===== config.mk =====
export PLATFORM = sky130hd
export DESIGN_NAME = space_packet_command_parser
export DESIGN_NICKNAME = d
export VERILOG_FILES = /design/src/design/spcp_pkg.sv /design/src/design/spcp_fifo.sv /design/src/design/spcp_front.sv /design/src/design/spcp_back.sv /design/src/design/space_packet_command_parser.sv
export VERILOG_INCLUDE_DIRS = /design/src /design/src/design
export SDC_FILE = /design/constraint.sdc
export NUM_CORES = 1
export LEC_CHECK = 0
export ABC_AREA = 0
export BUFFER_PORTS_ARGS = -buffer_cell sky130_fd_sc_hd__buf_4
export CORE_UTILIZATION = 65
export DETAILED_ROUTE_END_ITERATION = 6
export PLACE_DENSITY = 0.84
export SYNTH_ARGS = -nofsm -noshare
export SYNTH_HDL_FRONTEND = slang
export SYNTH_SLANG_ARGS = --single-unit

===== constraint.sdc =====
create_clock -name clk -period 22.4 [get_ports clk]
set_input_delay 2.24 -clock clk [delete_from_list [all_inputs] [get_ports clk]]
set_output_delay 2.24 -clock clk [all_outputs]
set_load 0.02 [all_outputs]

===== src/design/space_packet_command_parser_macros.svh =====
// assertion macros used by the parser top level
`ifndef SPACE_PACKET_COMMAND_PARSER_MACROS_SVH
`define SPACE_PACKET_COMMAND_PARSER_MACROS_SVH

// same-cycle implication, clocked on clk and held off during reset
`define SPCP_ASSERT_NOW(label, ante, cons, msg) \
	label: assert property (@(posedge clk) disable iff (!arst_n) (ante) |-> (cons)) \
		else $error(msg);

// next-cycle implication, clocked on clk and held off during reset
`define SPCP_ASSERT_NEXT(label, ante, cons, msg) \
	label: assert property (@(posedge clk) disable iff (!arst_n) (ante) |=> (cons)) \
		else $error(msg);

`endif


===== src/design/spcp_pkg.sv =====
// types and constants shared by the space packet command parser
package spcp_pkg;

	localparam int unsigned HDR_BYTES  = 6;
	localparam int unsigned DATA_BYTES = 4;
	localparam int unsigned CNT_W      = 17;
	localparam int unsigned TBL_REGS   = 3;
	localparam int unsigned TBL_W      = 52;
	localparam int unsigned ENTRY_W    = 13;

	localparam logic [CNT_W-1:0] COUNT_MAX = '1;

	// status codes
	localparam logic [3:0] ST_OK        = 4'd0;
	localparam logic [3:0] ST_SHORT     = 4'd1;
	localparam logic [3:0] ST_VERSION   = 4'd2;
	localparam logic [3:0] ST_LENGTH    = 4'd3;
	localparam logic [3:0] ST_APID      = 4'd4;
	localparam logic [3:0] ST_SEC_FLAG  = 4'd5;
	localparam logic [3:0] ST_CMD_LEN   = 4'd6;
	localparam logic [3:0] ST_REG_INDEX = 4'd7;
	localparam logic [3:0] ST_UNKNOWN   = 4'd8;

	// command kinds
	localparam logic [1:0] KIND_NOOP  = 2'd0;
	localparam logic [1:0] KIND_READ  = 2'd1;
	localparam logic [1:0] KIND_WRITE = 2'd2;
	localparam logic [1:0] KIND_NONE  = 2'd3;

	// command words
	localparam logic [15:0] CMD_NOOP  = 16'd0;
	localparam logic [15:0] CMD_READ  = 16'd256;
	localparam logic [15:0] CMD_WRITE = 16'd257;

	// configuration register indexes
	localparam logic [2:0] REG_TABLE_FIRST  = 3'd0;
	localparam logic [2:0] REG_TABLE_SECOND = 3'd1;
	localparam logic [2:0] REG_TABLE_THIRD  = 3'd2;
	localparam logic [2:0] REG_VERSION      = 3'd3;
	localparam logic [2:0] REG_INDEX_LIMIT  = 3'd4;

	localparam logic [7:0] INDEX_LIMIT_RESET = 8'd15;

	typedef logic [TBL_REGS-1:0][TBL_W-1:0] apid_table_t;

	// one finished packet as the front hands it to the back
	typedef struct packed {
		logic [HDR_BYTES-1:0][7:0]  hdr;
		logic [DATA_BYTES-1:0][7:0] data;
		logic [CNT_W-1:0]           count;
	} packet_rec_t;

	typedef struct packed {
		logic [3:0]  status;
		logic [10:0] apid;
		logic        ptype;
		logic [1:0]  seg_flags;
		logic [13:0] seq_count;
		logic [1:0]  kind;
		logic [7:0]  reg_index;
		logic [7:0]  reg_value;
	} result_t;

endpackage


===== src/design/spcp_fifo.sv =====
// small first-in first-out queue of words
module spcp_fifo #(
	parameter int unsigned WIDTH = 8,
	parameter int unsigned DEPTH = 2
) (
	input  logic             clk,
	input  logic             arst_n,
	input  logic             push,
	input  logic [WIDTH-1:0] wdata,
	output logic             full,
	input  logic             pop,
	output logic [WIDTH-1:0] rdata,
	output logic             empty
);

	localparam int unsigned PW = (DEPTH > 1) ? $clog2(DEPTH) : 1;
	localparam int unsigned CW = $clog2(DEPTH + 1);

	logic [WIDTH-1:0] mem_q [DEPTH];
	logic [PW-1:0]    wr_ptr_q, rd_ptr_q;
	logic [CW-1:0]    fill_q;
	logic             do_push, do_pop;

	assign full    = (fill_q == CW'(DEPTH));
	assign empty   = (fill_q == '0);
	assign do_push = push && !full;
	assign do_pop  = pop && !empty;
	assign rdata   = mem_q[rd_ptr_q];

	always_ff @(posedge clk) begin
		if (do_push) begin
			mem_q[wr_ptr_q] <= wdata;
		end
	end

	always_ff @(posedge clk or negedge arst_n) begin
		if (!arst_n) begin
			wr_ptr_q <= '0;
			rd_ptr_q <= '0;
			fill_q   <= '0;
		end else begin
			if (do_push) begin
				wr_ptr_q <= (wr_ptr_q == PW'(DEPTH - 1)) ? '0 : wr_ptr_q + 1'b1;
			end
			if (do_pop) begin
				rd_ptr_q <= (rd_ptr_q == PW'(DEPTH - 1)) ? '0 : rd_ptr_q + 1'b1;
			end
			if (do_push && !do_pop) begin
				fill_q <= fill_q + 1'b1;
			end else if (do_pop && !do_push) begin
				fill_q <= fill_q - 1'b1;
			end
		end
	end

endmodule


===== src/design/spcp_front.sv =====
// front end: collects packet bytes and hands a finished packet to the back
module spcp_front (
	input  logic                 clk,
	input  logic                 arst_n,
	input  logic                 accept,
	input  logic [7:0]           packet_byte,
	input  logic                 last_byte,
	output logic                 rec_push,
	output spcp_pkg::packet_rec_t rec
);

	import spcp_pkg::*;

	logic [HDR_BYTES-1:0][7:0]  hdr_q, hdr_n;
	logic [DATA_BYTES-1:0][7:0] data_q, data_n;
	logic [CNT_W-1:0]           count_q, count_n, data_off;

	always_comb begin
		hdr_n    = hdr_q;
		data_n   = data_q;
		data_off = count_q - CNT_W'(HDR_BYTES);
		if (count_q < CNT_W'(HDR_BYTES)) begin
			hdr_n[count_q[2:0]] = packet_byte;
		end else if (count_q < CNT_W'(HDR_BYTES + DATA_BYTES)) begin
			data_n[data_off[1:0]] = packet_byte;
		end
		count_n = (count_q == COUNT_MAX) ? count_q : count_q + 1'b1;
	end

	assign rec_push  = accept && last_byte;
	assign rec.hdr   = hdr_n;
	assign rec.data  = data_n;
	assign rec.count = count_n;

	always_ff @(posedge clk) begin
		if (accept) begin
			hdr_q <= hdr_n;
		end
	end

	always_ff @(posedge clk or negedge arst_n) begin
		if (!arst_n) begin
			count_q <= '0;
			data_q  <= '0;
		end else if (accept) begin
			if (last_byte) begin
				count_q <= '0;
				data_q  <= '0;
			end else begin
				count_q <= count_n;
				data_q  <= data_n;
			end
		end
	end

endmodule


===== src/design/spcp_back.sv =====
// back end: header checks, apid lookup and command decode for one packet
module spcp_back #(
	parameter int unsigned TABLE_ENTRIES = 12
) (
	input  spcp_pkg::packet_rec_t rec,
	input  spcp_pkg::apid_table_t apid_table,
	input  logic [2:0]            expected_version,
	input  logic [7:0]            index_limit,
	output spcp_pkg::result_t     res
);

	import spcp_pkg::*;

	logic [TBL_REGS*TBL_W-1:0] tbl_flat;
	logic [ENTRY_W-1:0]        entry;
	logic [10:0]               apid;
	logic [15:0]               len, word;
	logic [CNT_W-1:0]          len_plus, data_cnt;
	logic                      found, exp_sec, sflag;
	logic [15:0]               need;
	logic [1:0]                kind;
	logic [7:0]                ridx, rval;

	assign tbl_flat = apid_table;
	assign apid     = {rec.hdr[0][2:0], rec.hdr[1]};
	assign sflag    = rec.hdr[0][3];
	assign len      = {rec.hdr[4], rec.hdr[5]};
	assign len_plus = CNT_W'(len) + 1'b1;
	assign data_cnt = rec.count - CNT_W'(HDR_BYTES);
	assign word     = {rec.data[0], rec.data[1]};

	// first valid matching entry wins, so scan from the top down
	always_comb begin
		found   = 1'b0;
		exp_sec = 1'b0;
		entry   = '0;
		for (int i = TABLE_ENTRIES - 1; i >= 0; i--) begin
			entry = tbl_flat[ENTRY_W*i +: ENTRY_W];
			if (entry[12] && entry[10:0] == apid) begin
				found   = 1'b1;
				exp_sec = entry[11];
			end
		end
	end

	always_comb begin
		kind = KIND_NONE;
		need = '0;
		ridx = '0;
		rval = '0;
		case (word)
			CMD_NOOP: begin
				kind = KIND_NOOP;
				need = 16'd1;
			end
			CMD_READ: begin
				kind = KIND_READ;
				need = 16'd2;
				ridx = rec.data[2];
			end
			CMD_WRITE: begin
				kind = KIND_WRITE;
				need = 16'd3;
				ridx = rec.data[2];
				rval = rec.data[3];
			end
			default: begin
				kind = KIND_NONE;
			end
		endcase
	end

	always_comb begin
		res = '0;
		res.kind = KIND_NONE;
		if (rec.count < CNT_W'(HDR_BYTES)) begin
			res.status = ST_SHORT;
		end else begin
			res.apid      = apid;
			res.ptype     = rec.hdr[0][4];
			res.seg_flags = rec.hdr[2][7:6];
			res.seq_count = {rec.hdr[2][5:0], rec.hdr[3]};
			if (rec.hdr[0][7:5] != expected_version) begin
				res.status = ST_VERSION;
			end else if (len_plus != data_cnt) begin
				res.status = ST_LENGTH;
			end else if (!found) begin
				res.status = ST_APID;
			end else if (sflag != exp_sec) begin
				res.status = ST_SEC_FLAG;
			end else if (kind == KIND_NONE) begin
				res.status = ST_UNKNOWN;
			end else begin
				res.kind      = kind;
				res.reg_index = ridx;
				res.reg_value = rval;
				if (len != need) begin
					res.status = ST_CMD_LEN;
				end else if (kind != KIND_NOOP && ridx > index_limit) begin
					res.status = ST_REG_INDEX;
				end else begin
					res.status = ST_OK;
				end
			end
		end
	end

endmodule


===== src/design/space_packet_command_parser.sv =====
// space packet command parser top level
//
//  channel   signals                                   direction
//  input     push, full, packet_byte, last_byte        in word, one byte
//  result    pop, empty, status .. register_value      out word, one per packet
//  config    cfg_we, cfg_index, cfg_data               register write
//
// one byte is taken every cycle while push is high and full is low; the front
// collects bytes and on the last byte queues the packet (two deep) for the back
// end. the back end checks one packet per cycle, while the two-deep result queue
// has room, into that queue; a result reaches the ports via the packet then result queue.
// full follows the packet queue and a stalled result queue backs up into it.
// reset clears the byte count, queues, table and version, and sets the index limit to 15.
module space_packet_command_parser #(
	parameter int unsigned TABLE_ENTRIES = 12
) (
	input  logic        clk,
	input  logic        arst_n,
	input  logic        push,
	output logic        full,
	input  logic [7:0]  packet_byte,
	input  logic        last_byte,
	output logic        empty,
	input  logic        pop,
	output logic [3:0]  status,
	output logic [10:0] packet_apid,
	output logic        packet_type,
	output logic [1:0]  sequence_flags,
	output logic [13:0] sequence_count,
	output logic [1:0]  command_kind,
	output logic [7:0]  register_index,
	output logic [7:0]  register_value,
	input  logic        cfg_we,
	input  logic [2:0]  cfg_index,
	input  logic [51:0] cfg_data
);

	import spcp_pkg::*;

	`include "space_packet_command_parser_macros.svh"

	apid_table_t table_q;
	logic [2:0]  version_q;
	logic [7:0]  limit_q;

	packet_rec_t rec_in, rec_out;
	result_t     res_in, res_out;
	logic        accept, mid_push, mid_full, mid_empty, back_go, res_full;

	assign accept  = push && !full;
	assign full    = mid_full;
	assign back_go = !mid_empty && !res_full;

	always_ff @(posedge clk or negedge arst_n) begin
		if (!arst_n) begin
			table_q   <= '0;
			version_q <= '0;
			limit_q   <= INDEX_LIMIT_RESET;
		end else if (cfg_we) begin
			case (cfg_index)
				REG_TABLE_FIRST:  table_q[0] <= cfg_data;
				REG_TABLE_SECOND: table_q[1] <= cfg_data;
				REG_TABLE_THIRD:  table_q[2] <= cfg_data;
				REG_VERSION:      version_q  <= cfg_data[2:0];
				REG_INDEX_LIMIT:  limit_q    <= cfg_data[7:0];
				default: begin
				end
			endcase
		end
	end

	spcp_front u_front (
		.clk         (clk),
		.arst_n      (arst_n),
		.accept      (accept),
		.packet_byte (packet_byte),
		.last_byte   (last_byte),
		.rec_push    (mid_push),
		.rec         (rec_in)
	);

	spcp_fifo #(
		.WIDTH ($bits(packet_rec_t)),
		.DEPTH (2)
	) u_pkt_fifo (
		.clk    (clk),
		.arst_n (arst_n),
		.push   (mid_push),
		.wdata  (rec_in),
		.full   (mid_full),
		.pop    (back_go),
		.rdata  (rec_out),
		.empty  (mid_empty)
	);

	spcp_back #(
		.TABLE_ENTRIES (TABLE_ENTRIES)
	) u_back (
		.rec              (rec_out),
		.apid_table       (table_q),
		.expected_version (version_q),
		.index_limit      (limit_q),
		.res              (res_in)
	);

	spcp_fifo #(
		.WIDTH ($bits(result_t)),
		.DEPTH (2)
	) u_res_fifo (
		.clk    (clk),
		.arst_n (arst_n),
		.push   (back_go),
		.wdata  (res_in),
		.full   (res_full),
		.pop    (pop),
		.rdata  (res_out),
		.empty  (empty)
	);

	assign status         = res_out.status;
	assign packet_apid    = res_out.apid;
	assign packet_type    = res_out.ptype;
	assign sequence_flags = res_out.seg_flags;
	assign sequence_count = res_out.seq_count;
	assign command_kind   = res_out.kind;
	assign register_index = res_out.reg_index;
	assign register_value = res_out.reg_value;

	`SPCP_ASSERT_NOW(a_pkt_no_overflow, mid_push, !mid_full, "packet queue written while full")
	`SPCP_ASSERT_NEXT(a_pkt_queued, mid_push, !mid_empty, "finished packet not queued")
	`SPCP_ASSERT_NEXT(a_result_queued, back_go, !empty, "checked packet left no result")

endmodule

# Word level (Yosys, flattened, before mapping)
# Memories as Yosys holds them, arrays and structs flattened.
# Index checks and enable logic that the tools add are counted.
# totals
reg_bits	272
ram_bits	294
output_inout_bits	52
elab_cells	183
n_memories	2
# classes
addsub	12
n_lt_le_gt_ge	8
eq_ne	26
mux	66
reduce_logical	47
# mem_list
memory	words	word_bits	rd	rd_ports_with_merged_regs	write_ports	line	text
u_pkt_fifo.mem_q	2	97	1	0	1	spcp_fifo.sv:19	logic [WIDTH-1:0] mem_q [DEPTH];
u_res_fifo.mem_q	2	50	1	0	1	spcp_fifo.sv:19	
# ops
op	n
$eq 11x11->1	12
$mux 32	3
$mux 18	5
$bwmux 48	1
$mux 48	1
$mux 46	1
$lt 17x3->1 const B	2
$mux 17	2
$bwmux 32	1
$eq 16x9->1 const B	2
$mux 1	32
$mux 8	4
$logic_and 1x1->1	26
$demux 8 s3	1
$mux 4	6
$add 16x1->17 const B	1
$add 17x1->17 const B	1
$eq 17x17->1 const B	1
$lt 17x4->1 const B	1
$ne 17x17->1	1
$sub 17x3->17 const B	1
$demux 8 s2	1
$logic_not 16->1	1
$ne 16x2->1	1
other kinds (24)	51

# Logic depth before layout (Yosys ltp)
# An unclocked memory read counts as a cell.
# logic_depth
ltp_word	21
mapped_depth	20
depth_no_buf	15

# By module
# From an unflattened synthesis, not the netlist that was laid out.
# unflattened
cells_unflattened	1831
area_unflattened_um2	26720.6
# by_module_without_submodules
mod	instances	cells_each	area_per_inst_um2	seq_area_each_um2
spcp_fifo at u_pkt_fifo	1	321	7269.5	5925.7
space_packet_command_parser	1	359	6326.1	4184.0
spcp_front	1	484	5475.3	2667.6
spcp_fifo at u_res_fifo	1	175	4057.6	3103.0
spcp_back	1	492	3592.2	0.0

# Least setup slack after synthesis
# Ideal clock, no wire load.
# synth_timing
path_type	input -> register
from	in push
to	mem u_pkt_fifo.mem_q[0][0] (netlist name), enable pin
arrival_ps	8385
slack_ps	13461
path_stages	5
n_path_buf	1
cell_sequence	nand2_1 -> inv_1 -> clkbuf_1 -> nand2_1 -> nor2_1
# synth_via
elab_chain_len	5
# synth_rtl
element	line	text
from (decl)	space_packet_command_parser.sv:19	input logic push,
$logic_and 1x1->1	space_packet_command_parser.sv:50	assign accept = push && !full;
via accept	space_packet_command_parser.sv:48	logic accept, mid_push, mid_full, mid_empty, back_go, res_full;
$logic_and 1x1->1	spcp_front.sv:30	assign rec_push = accept && last_byte;
$logic_and 1x1->1	spcp_fifo.sv:26	assign do_push = push && !full;
$mux 1	spcp_fifo.sv:31	if (do_push) begin
$mux 1 (not written as such)	spcp_fifo.sv:32	mem_q[wr_ptr_q] <= wdata;
to (decl)	spcp_fifo.sv:19	
# The timed path passes the listed nets, and every way through them passes these cells.

==> qor.txt <==
First-pass GRT wire length - 91.3 mm
H-tree depth - 2
Yosys warnings - 0
Layout Nets - 2006
Port Buffers - 120
Hold Slack - 0.504 ns
Min-delay worst type - flip-flop to flip-flop
Vias in the first global route - 15900
Crit path DAT - 5.86 ns
Number of synthesized flops with an enable pin - 342
PwrDens - 127 nW/um^2
Status - completed
Largest net degree at the start of global routing - 88
Slew Viols, Final - 0
Full die area - 40200 um^2
DR pass1 iterations - 6
Min Tclk post-route - 5.51 ns
CTS buffer count - 55
Worst rel slew slack - 0.195
Crit Path Class - flip-flop to flip-flop
Clock Latency Late Sink - 0.60 ns
DR WL/cell - 23.5 um
CP endpoint kind - flip-flop
Clk sink count - 566
Final period utilization - 0.246
Setup TNS - 0 ns
Syn Inst Count - 1802
Worst slew pin tran - 1.20 ns
Seq/Total Area, Yosys - 0.620
Layout area overhead - 12.7%
Dpl hpwl - 37.7 mm
Num rows - 72
Final Hold Vio Count - 0
Grt ovf - 0
Maximum clock frequency - 0.181 GHz
# DRC - 0
Maximum VDD drop - 0.0712 mV
CTS hold repair buffers - 0
Synthesized Nets - 1887
Most common library cell in the layout ignoring fill and taps - edfxtp_1
Detailed Route Iter0 Violations - 1269
Worst clock skew - 0.0265 ns
Maximum fanout along the worst path - 79
Startpoint types - flip-flop
DIE WIDTH - 201 um
Io pins - 121
Total Routed Length - 58.3 mm
CTS resizes - 0
Max-cap violation count - 0
Total Routing Usage GR - 0.295
Required time worst endpoint - 22.75 ns
CTS max path bufs - 3
ANT nets after route - 0
Vias - 15600
Synthesized flop and latch total - 566
Setup Fix Bufs, Post-CTS - 0
Ant. Diodes - 0
Initial antenna violation count - 0
Finish-stage setup viols - 0
Leak Pwr - 11.0 nW
Synthesized area per cell - 14.2 um^2
Gpl congestion - 0.882
Root Buffer - clkbuf_16
Main flop type after synthesis - edfxtp_1
Layout cell share with drive strength beyond 1 - 0.294
Initial Util - 0.662
Mapped cell area - 25600 um^2
Ys async rst share - 0.396
Core Area - 38700 um^2
Yosys cell types - 64
Commonest non-fill, non-tap cells in the layout - 342 x edfxtp_1, 305 x mux2_2, 218 x dfrtp_1
Die Y - 201 um
Reg clk slew, reported paths - 0.06 ns
CTS tree - built
RSZ-0062 raised after global routing - false
Via density - 6.26
[sequential cells by signal (all words and copies together) (netlist names)]
name,cells
u_res_fifo.fill_q,2
limit_q,8
u_res_fifo.rd_ptr_q,1
u_pkt_fifo.mem_q,194
u_pkt_fifo.fill_q,2
u_res_fifo.mem_q,100
u_front.count_q,17
u_front.hdr_q,48
table_q,156
u_pkt_fifo.wr_ptr_q,1
u_res_fifo.wr_ptr_q,1
version_q,3
u_front.data_q,32
u_pkt_fifo.rd_ptr_q,1
[report_power, final]
group	total [mW]	switching (mW)	internal, mW
Combinational	1.14	0.661	0.483
Clock	0.947	0.392	0.555
Sequential	1.57	0.135	1.43
[cells in the mapped netlist, types with 10 or more instances]
| cell | instances | area [um^2] |
|---|---|---|
| clkbuf_1 | 50 | 188 |
| nor4_1 | 58 | 363 |
| a22o_1 | 43 | 377 |
| dfrtp_1 | 220 | 5510 |
| nand4_1 | 33 | 206 |
| nor2_1 | 99 | 372 |
| buf_4 | 10 | 75.1 |
| buf_2 | 13 | 65.1 |
| edfxtp_1 | 342 | 10300 |
| xor2_1 | 55 | 482 |
| inv_1 | 27 | 101 |
| mux2i_1 | 42 | 420 |
| mux2_2 | 305 | 3430 |
| and4_1 | 14 | 123 |
| a21oi_1 | 27 | 135 |
| nor4b_1 | 12 | 105 |
| ha_1 | 16 | 200 |
| nor3_1 | 22 | 110 |
| o21ai_0 | 34 | 170 |
| nand2_1 | 69 | 259 |
| xnor2_1 | 152 | 1330 |
| nand3_1 | 30 | 150 |
[cell families after synthesis]
kind of cell,Yosys count,synth area share
compound gates,142,0.0384
xor+xnor,208,0.0714
fa+ha+maj,16,0.00781
buf+inv,111,0.0200
flops,566,0.620
mux,358,0.158
simple gates,401,0.0844
[worst paths after layout]
path / start / end / slack, ns / depth (start not counted)
max: u_pkt_fifo.rd_ptr_q / u_res_fifo.mem_q[1][1] / 16.89 / 10
min: table_q[12] / table_q[12] / 0.50 / 1
max reg2reg: u_pkt_fifo.rd_ptr_q / u_res_fifo.mem_q[1][1] / 16.89 / 10
min reg2reg: table_q[12] / table_q[12] / 0.50 / 1
max in group asynchronous: arst_n / u_front.count_q[10] / 18.48 / 3
min in group asynchronous: arst_n / table_q[61] / 1.65 / 1
[layout make-up]
class,instances,area [um^2]
Clock inverter,36,412
Clock buffer,66,1450
Timing Repair Buffer,146,1100
Sequential cell,566,15900
Multi-Input combinational cell,1125,9300
Inverter,27,101
Fill cell,2299,9840
Tap cell,518,648
[routing by layer]
| layer | global-route usage | wire (um) | vias to the layer above |
|---|---|---|---|
| met4 | 0.0772 | 1300 | 0 |
| met2 | 0.475 | 27800 | 599 |
| met5 | 0 | 0 | - |
| met3 | 0.0484 | 3630 | 113 |
| met1 | 0.421 | 25600 | 7908 |
| li1 | - | - | 6935 |
[critical path, stage by stage, from the launching register on]
cell and delay (ns):
dfrtp_4 0.61, buf_4 0.64, buf_4 0.79, nand3_2 0.16, a222oi_1 0.92, nand4_1 0.23, xnor2_1 0.27, mux2_2 0.36
o21ai_1 0.41, nand4b_4 0.30, nor4_1 0.48
[per-stage QoR]
step	instances	instance area, um^2	utilization	setup slack [ns]	total power, mW
2_1_floorplan	1802	25600	-	13.46	2.37
3_3_place_gp	2382	27000	0.698	17.14	2.66
3_5_place_dp	2382	27000	0.698	17.06	2.71
4_1_cts	2484	28900	0.746	17.02	3.67
5_1_grt	2484	28900	0.746	16.52	3.81
6_report	2484	28900	0.746	16.89	3.66
Note: power is estimated with default switching activity, not from simulation.
